===== src/rtl/hgbr_div.sv =====
// Pipelined restoring divider: one quotient bit per stage.
// ovf flags a numerator at or above den << QW.
module hgbr_div #(
    parameter int NUMW = 48,
    parameter int DENW = 33,
    parameter int QW   = 16
) (
    input  logic            clk,
    input  logic            en,
    input  logic [NUMW-1:0] num,
    input  logic [DENW-1:0] den,
    output logic [QW-1:0]   quo,
    output logic            ovf
);

    localparam int XW = (NUMW > DENW + QW) ? NUMW : DENW + QW;

    logic [XW-1:0]   rem_reg [QW+1];
    logic [DENW-1:0] den_reg [QW+1];
    logic [QW-1:0]   q_reg   [QW+1];
    logic            ovf_reg [QW+1];

    always_ff @(posedge clk)
    begin
        if (en)
        begin
            rem_reg[0] <= XW'(num);
            den_reg[0] <= den;
            q_reg[0]   <= '0;
            ovf_reg[0] <= 1'b0;
        end
    end

    for (genvar i = 0; i < QW; i++)
    begin : g_step
        localparam int K = QW - 1 - i;
        logic [XW-1:0] shifted;
        logic          ge;
        logic          ovf_next;

        assign shifted  = XW'(den_reg[i]) << K;
        assign ge       = rem_reg[i] >= shifted;
        assign ovf_next = (i == 0) ? (rem_reg[i] >= (XW'(den_reg[i]) << QW)) : ovf_reg[i];

        always_ff @(posedge clk)
        begin
            if (en)
            begin
                rem_reg[i+1] <= ge ? rem_reg[i] - shifted : rem_reg[i];
                den_reg[i+1] <= den_reg[i];
                q_reg[i+1]   <= q_reg[i] | (ge ? (QW'(1) << K) : '0);
                ovf_reg[i+1] <= ovf_next;
            end
        end
    end

    assign quo = q_reg[QW];
    assign ovf = ovf_reg[QW];

endmodule


===== config.mk =====
export PLATFORM = sky130hd
export DESIGN_NAME = hgbr_div
export DESIGN_NICKNAME = d
export VERILOG_FILES = /design/src/rtl/hgbr_div.sv
export SDC_FILE = /design/constraint.sdc
export NUM_CORES = 2
export LEC_CHECK = 0
export ABC_AREA = 0
export CAP_MARGIN = 20
export CORE_ASPECT_RATIO = 0.9
export CORE_UTILIZATION = 59
export CTS_CLUSTER_SIZE = 40
export DETAILED_ROUTE_END_ITERATION = 12
export DONT_BUFFER_PORTS = 1
export GPL_ROUTABILITY_DRIVEN = 0
export PLACE_DENSITY = 0.78
export SLEW_MARGIN = 20
export SYNTH_ARGS = -nofsm -noshare
export SYNTH_HDL_FRONTEND = slang
export SYNTH_SLANG_ARGS = --single-unit

===== constraint.sdc =====
create_clock -name clk -period 3.3 [get_ports clk]
set_input_delay 0.33 -clock clk [delete_from_list [all_inputs] [get_ports clk]]
set_output_delay 0.33 -clock clk [all_outputs]
set_load 0.01 [all_outputs]

After elaboration in Yosys (flattened, before gate mapping)
Memory sizes are Yosys's and may differ from the RTL's.
Cells that the tools add are included.
{ "word_totals": {"reg_bits": 0, "mem_bits_rw": 1683, "input_bits": 83, "output_inout_bits": 17, "mem_count": 4} }
{ "classes": {"addsub": 16, "n_lt_le_gt_ge": 17, "muxes": 34, "bitwise_logic": 16} }
{ "memory_table": {"columns": ["memory", "depth", "word_bits", "rd", "rd_clocked_by_memory_dff", "wr", "line_no", "rtl"], "rows": [
  ["rem_reg", 17, 49, 16, 0, 17, "18", "logic [XW-1:0] rem_reg [QW+1];"],
  ["den_reg", 17, 33, 16, 0, 17, "19", "logic [DENW-1:0] den_reg [QW+1];"],
  ["q_reg", 17, 16, 17, 0, 17, "20", "logic [QW-1:0] q_reg [QW+1];"],
  ["ovf_reg", 17, 1, 16, 0, 17, "21", "logic ovf_reg [QW+1];"]
]} }
{ "op_table": {"columns": ["operator", "n"], "rows": [
  ["$mux W49", 16],
  ["$ge A49 B33 Y1", 1],
  ["$ge A49 B34 Y1", 1],
  ["$ge A49 B35 Y1", 1],
  ["$ge A49 B36 Y1", 1],
  ["$ge A49 B37 Y1", 1],
  ["$ge A49 B38 Y1", 1],
  ["$ge A49 B39 Y1", 1],
  ["$ge A49 B40 Y1", 1],
  ["$ge A49 B41 Y1", 1],
  ["$ge A49 B42 Y1", 1],
  ["$ge A49 B43 Y1", 1],
  ["$ge A49 B44 Y1", 1],
  ["$ge A49 B45 Y1", 1],
  ["$ge A49 B46 Y1", 1],
  ["$ge A49 B47 Y1", 1],
  ["$ge A49 B48 Y1", 1],
  ["$ge A49 B49 Y1", 1],
  ["$sub A49 B33 Y49", 1],
  ["$sub A49 B34 Y49", 1],
  ["$sub A49 B35 Y49", 1],
  ["$sub A49 B36 Y49", 1],
  ["$sub A49 B37 Y49", 1],
  ["$sub A49 B38 Y49", 1],
  ["42 further kinds", 44]
]} }

Depth between registers and ports, before layout
An unclocked memory read counts as a cell.
{ "logic_depth": {"ltp_word": 4, "mapped_depth": 17, "ltp_nobuf": 15} }

Worst setup path before layout
OpenSTA, ideal clock, no wires.
{ "synth_path": {"path_type": "reg-to-reg", "start": "memory rem_reg[0][303] in the netlist's numbering", "end": "memory rem_reg[0][371] in the netlist's numbering (data pin)", "arrival_ns": 3.302, "t_required_ns": 3.040, "setup_slack_ns": -0.262, "stages_incl_launch_ff": 17, "period_less_slack_ns": 3.562, "cell_sequence": "edfxtp_1 inv_1 ha_1 inv_1 fa_1 a211oi_1 o21ai_0 a31oi_1 o2bb2ai_1 nor4_1 nor2_1 nor3_1 a311o_1 or2_1 buf_2 buf_2 mux2_2"} }
{ "synth_rtl": {"columns": ["element", "line_no"], "rows": [
  ["start, declared", "18"]
]} }

==> impl_metrics.csv <==
group,metric,value,unit
sta,final.period_utilization,1.13,
yosys,synth_warnings,0,
final_layout,fill_cells,7153,
clocking,tritoncts.num_buffers,151,
final_layout,total_area_of_multi_input_combinational_cells,38900,um^2
die,number_of_top_level_pins,100,
final_layout,sequential_cell_area,43900,um^2
global_routing,grt_start_max_net_pins,160,
worst_setup_path,critPathLaunchType,"flip-flop",
global_routing,number_of_global_route_vias_before_repair,63400,
worst_setup_path,worst-endpoint-arrival,4260,ps
placement,io_buffers,0,
drt,detailedRoute.firstPassIterationCount,9,
global_routing,antenna_found_initial,2,
power_and_ir_drop,design_power,90.8,mW
yosys,postSynthNetCount,7970,
sta,rsz0062_at_grt,"true",
drt,detail_route.drc_violations,0,
clocking,cts_tree,"built",
worst_setup_path,critPathKind,"reg -> reg",
worst_setup_path,critPathRequiredTime,3830,ps
placement,dp_worst_setup_slack,-1850,ps
yosys,post_synth.cell_area_avg,11.1,um^2
global_routing,globalRouteTotalUtil,0.281,
yosys,flip_flop_and_latch_count_after_synthesis,1463,
sta,final_max_slew_viol_count,0,
status,run_status,"finished with violations",
power_and_ir_drop,worst_ir_drop_vdd,0.000576,V
placement,dp_hpwl,131,mm
yosys,synth_flop_cell,"edfxtp_1",
yosys,ys_types,86,
sta,fin_tns_setup,-54770,ps
drt,vias_per_cell,6.11,
die,design.core.area,136000,um^2
yosys,edff_count_synth,1463,
global_routing,grt_first_pass_wirelength,314,mm
final_layout,finalNetCount,9463,
sta,hold_vio_cnt_final,13,
clocking,clock_buffer_depth,3,
final_layout,layout-drive-gt1-share,0.284,
status,failed_checks,"negative hold slack, negative setup slack",
die,floorplan.rows,128,
drt,via_count,65600,
clocking,clock_latency_on_the_worst_skew_pair,790,ps
yosys,synth_area,81100,um^2
sta,max_slew.worst_pin.slew,819,ps
drt,postRouteWirelength,227,mm
job,max_cap_viol_count,0,
power_and_ir_drop,cellLeakagePower,43.3,nW
die,initial_utilization,0.597,
die,die_h,354,um
global_routing,grt_use_met2,0.527,
drt,detailedRoute.firstIterationViolations,5298,
yosys,async_reset_ff_frac,0,
sta,final_number_of_setup_violating_endpoints,316,
sta,final.hold.worst_slack,-20.8,ps
die,die_w,393,um
yosys,seq_total_area_yosys,0.542,
die,die-area,139000,um^2
power_and_ir_drop,cellPowerDensity,856,nW/um^2
final_layout,largest_register_ffs,783,
sta,final.min_clock_period,3730,ps
final_layout,syn2layout_area_growth,30.6,%
sta,worst_slack,-433,ps
global_routing,grt_overflow_total,0,
clocking,h-tree-depth,4,
sta,fin_skew,30.5,ps
drt,route.antenna.remaining_nets,0,
global_routing,busiest_grt_layer,"met2",
worst_setup_path,worst_setup_path_end_kind,"flip-flop",
global_routing,gr-usage-met1,0.280,
worst_setup_path,cp_max_fo,7,
worst_hold_path,timing.hold.worst.class,"in -> reg",
drt,routed_wire_length_per_instance,21.1,um
sta,fmax,0.268,GHz
sta,worst_slew_margin_rel,0.454,
clocking,cts.root.buffer_cell,"clkbuf_16",
yosys,netlist_instances,7312,
global_routing,grt_util_met3,0.0391,
clocking,clock_sinks,1463,
clocking,clk_pin_slew_worst_paths,70,ps
power breakdown:
group / leakage [nW] / switching (mW) / internal [mW]
clock: 2.40 / 7.27 / 9.87
combinational: 26.8 / 23.1 / 21.1
sequential: 14.2 / 2.97 / 26.5
layout by cell type, fill, tap and decap left out, drive strengths merged, types with 21 or more instances in the layout:
cell,Yosys,routed
a211oi,56,56
a21o,297,300
a21oi,616,616
a31oi,61,61
and2,21,21
and3,51,51
buf,39,1431
clkbuf,158,198
clkinv,0,61
dlygate4sd3,0,81
edfxtp,1463,1463
ha,560,560
inv,650,659
mux2,87,87
nand2,615,615
nand2b,89,89
nand3,118,118
nand4,109,109
nor2,413,413
nor2b,88,88
nor3,104,104
nor4,69,69
o211ai,31,31
o21a,53,53
o21ai,550,550
o21bai,55,55
o31a,28,28
o31ai,41,41
or2,24,24
or3,40,40
or4,30,30
xnor2,295,295
xor2,236,236
area by class of cell:
| cell class | instances | area share |
|---|---|---|
| Sequential cell | 1463 | 0.415 |
| Multi-Input combinational cell | 5005 | 0.367 |
| Clock inverter | 94 | 0.00982 |
| Clock buffer | 181 | 0.0369 |
| Antenna cell | 1 | 0.0000236 |
| Tap cell | 1820 | 0.0215 |
| Inverter | 650 | 0.0230 |
| Timing Repair Buffer | 1534 | 0.127 |
metrics by stage:
stage	hold WS [ps]	std cells	instance area (um^2)	utilization
6_report	-20.8	10700	106000	0.780
3_5_place_dp	405	10100	91500	0.674
3_3_place_gp	400	10100	91500	0.674
2_1_floorplan	400	7312	81300	-
5_1_grt	5.10	10700	106000	0.780
4_1_cts	0.657	10600	101000	0.744
cells in the mapped netlist, types with 87 or more instances:
| cell | instances | area (um^2) |
|---|---|---|
| edfxtp_1 | 1463 | 43900 |
| nand3_1 | 118 | 591 |
| nor2_1 | 413 | 1550 |
| nand2_1 | 615 | 2310 |
| ha_1 | 560 | 7010 |
| a21o_1 | 297 | 2230 |
| xor2_1 | 236 | 2070 |
| a21oi_1 | 611 | 3060 |
| xnor2_1 | 295 | 2580 |
| nor2b_1 | 88 | 551 |
| clkbuf_1 | 158 | 593 |
| nor3_1 | 101 | 505 |
| o21ai_0 | 541 | 2710 |
| nand2b_1 | 89 | 557 |
| nand4_1 | 109 | 682 |
| inv_1 | 650 | 2440 |
| mux2_2 | 87 | 980 |
final timing paths:
| path | from | to | slack (ps) | cells past startpoint |
|---|---|---|---|---|
| worst min-delay path | en | den_reg[0][59] | -20 | 1 |
| worst max-delay path | rem_reg[0][16] | rem_reg[0][87] | -430 | 15 |
| worst min register to register | q_reg[13][11] | q_reg[14][11] | 410 | 0 |
| worst max register to register | rem_reg[0][16] | rem_reg[0][87] | -430 | 15 |
worst max-delay path, stage by stage (launching register included):
cell	delay, ps
edfxtp_1	430
buf_4	180
inv_2	90
fa_2	260
nor2b_4	50
o31a_1	290
o31ai_4	410
a31oi_4	160
a221o_1	390
a31o_4	290
a21oi_4	220
o21bai_4	170
clkbuf_16	230
buf_8	150
nor2_4	80
a21oi_1	60
layer usage:
metal / vias up / wire, um / part of all wire
met5: - / 0 / 0
met2: 3469 / 117000 / 0.52
met3: 1250 / 12500 / 0.055
met1: 31000 / 74800 / 0.33
li1: 29900 / - / -
met4: 0 / 22700 / 0.10
kinds of logic (layout without fill, tap and decap cells):
logic type | Yosys count | after routing | share of synthesized area
compound gates | 1959 | 1962 | 0.149
simple gates | 1844 | 1844 | 0.110
flops | 1463 | 1463 | 0.542
buf+inv | 847 | 2459 | 0.0395
fa+ha+maj | 575 | 575 | 0.0901
xor+xnor | 531 | 531 | 0.0573
mux | 93 | 93 | 0.0128
other cells | 0 | 1 | 0
repair_timing:
| action | in CTS | in global routing |
|---|---|---|
| gates cloned | 23 | 25 |
| setup endpoints to repair | 1092 | 566 |
| resized for setup | 547 | 784 |
| hold buffers | 82 | 0 |
| setup buffers | 130 | 183 |
| pin swaps | 226 | 357 |
| endpoints found under the hold margin | 209 | 0 |
Power figures use the tool's default switching activity.
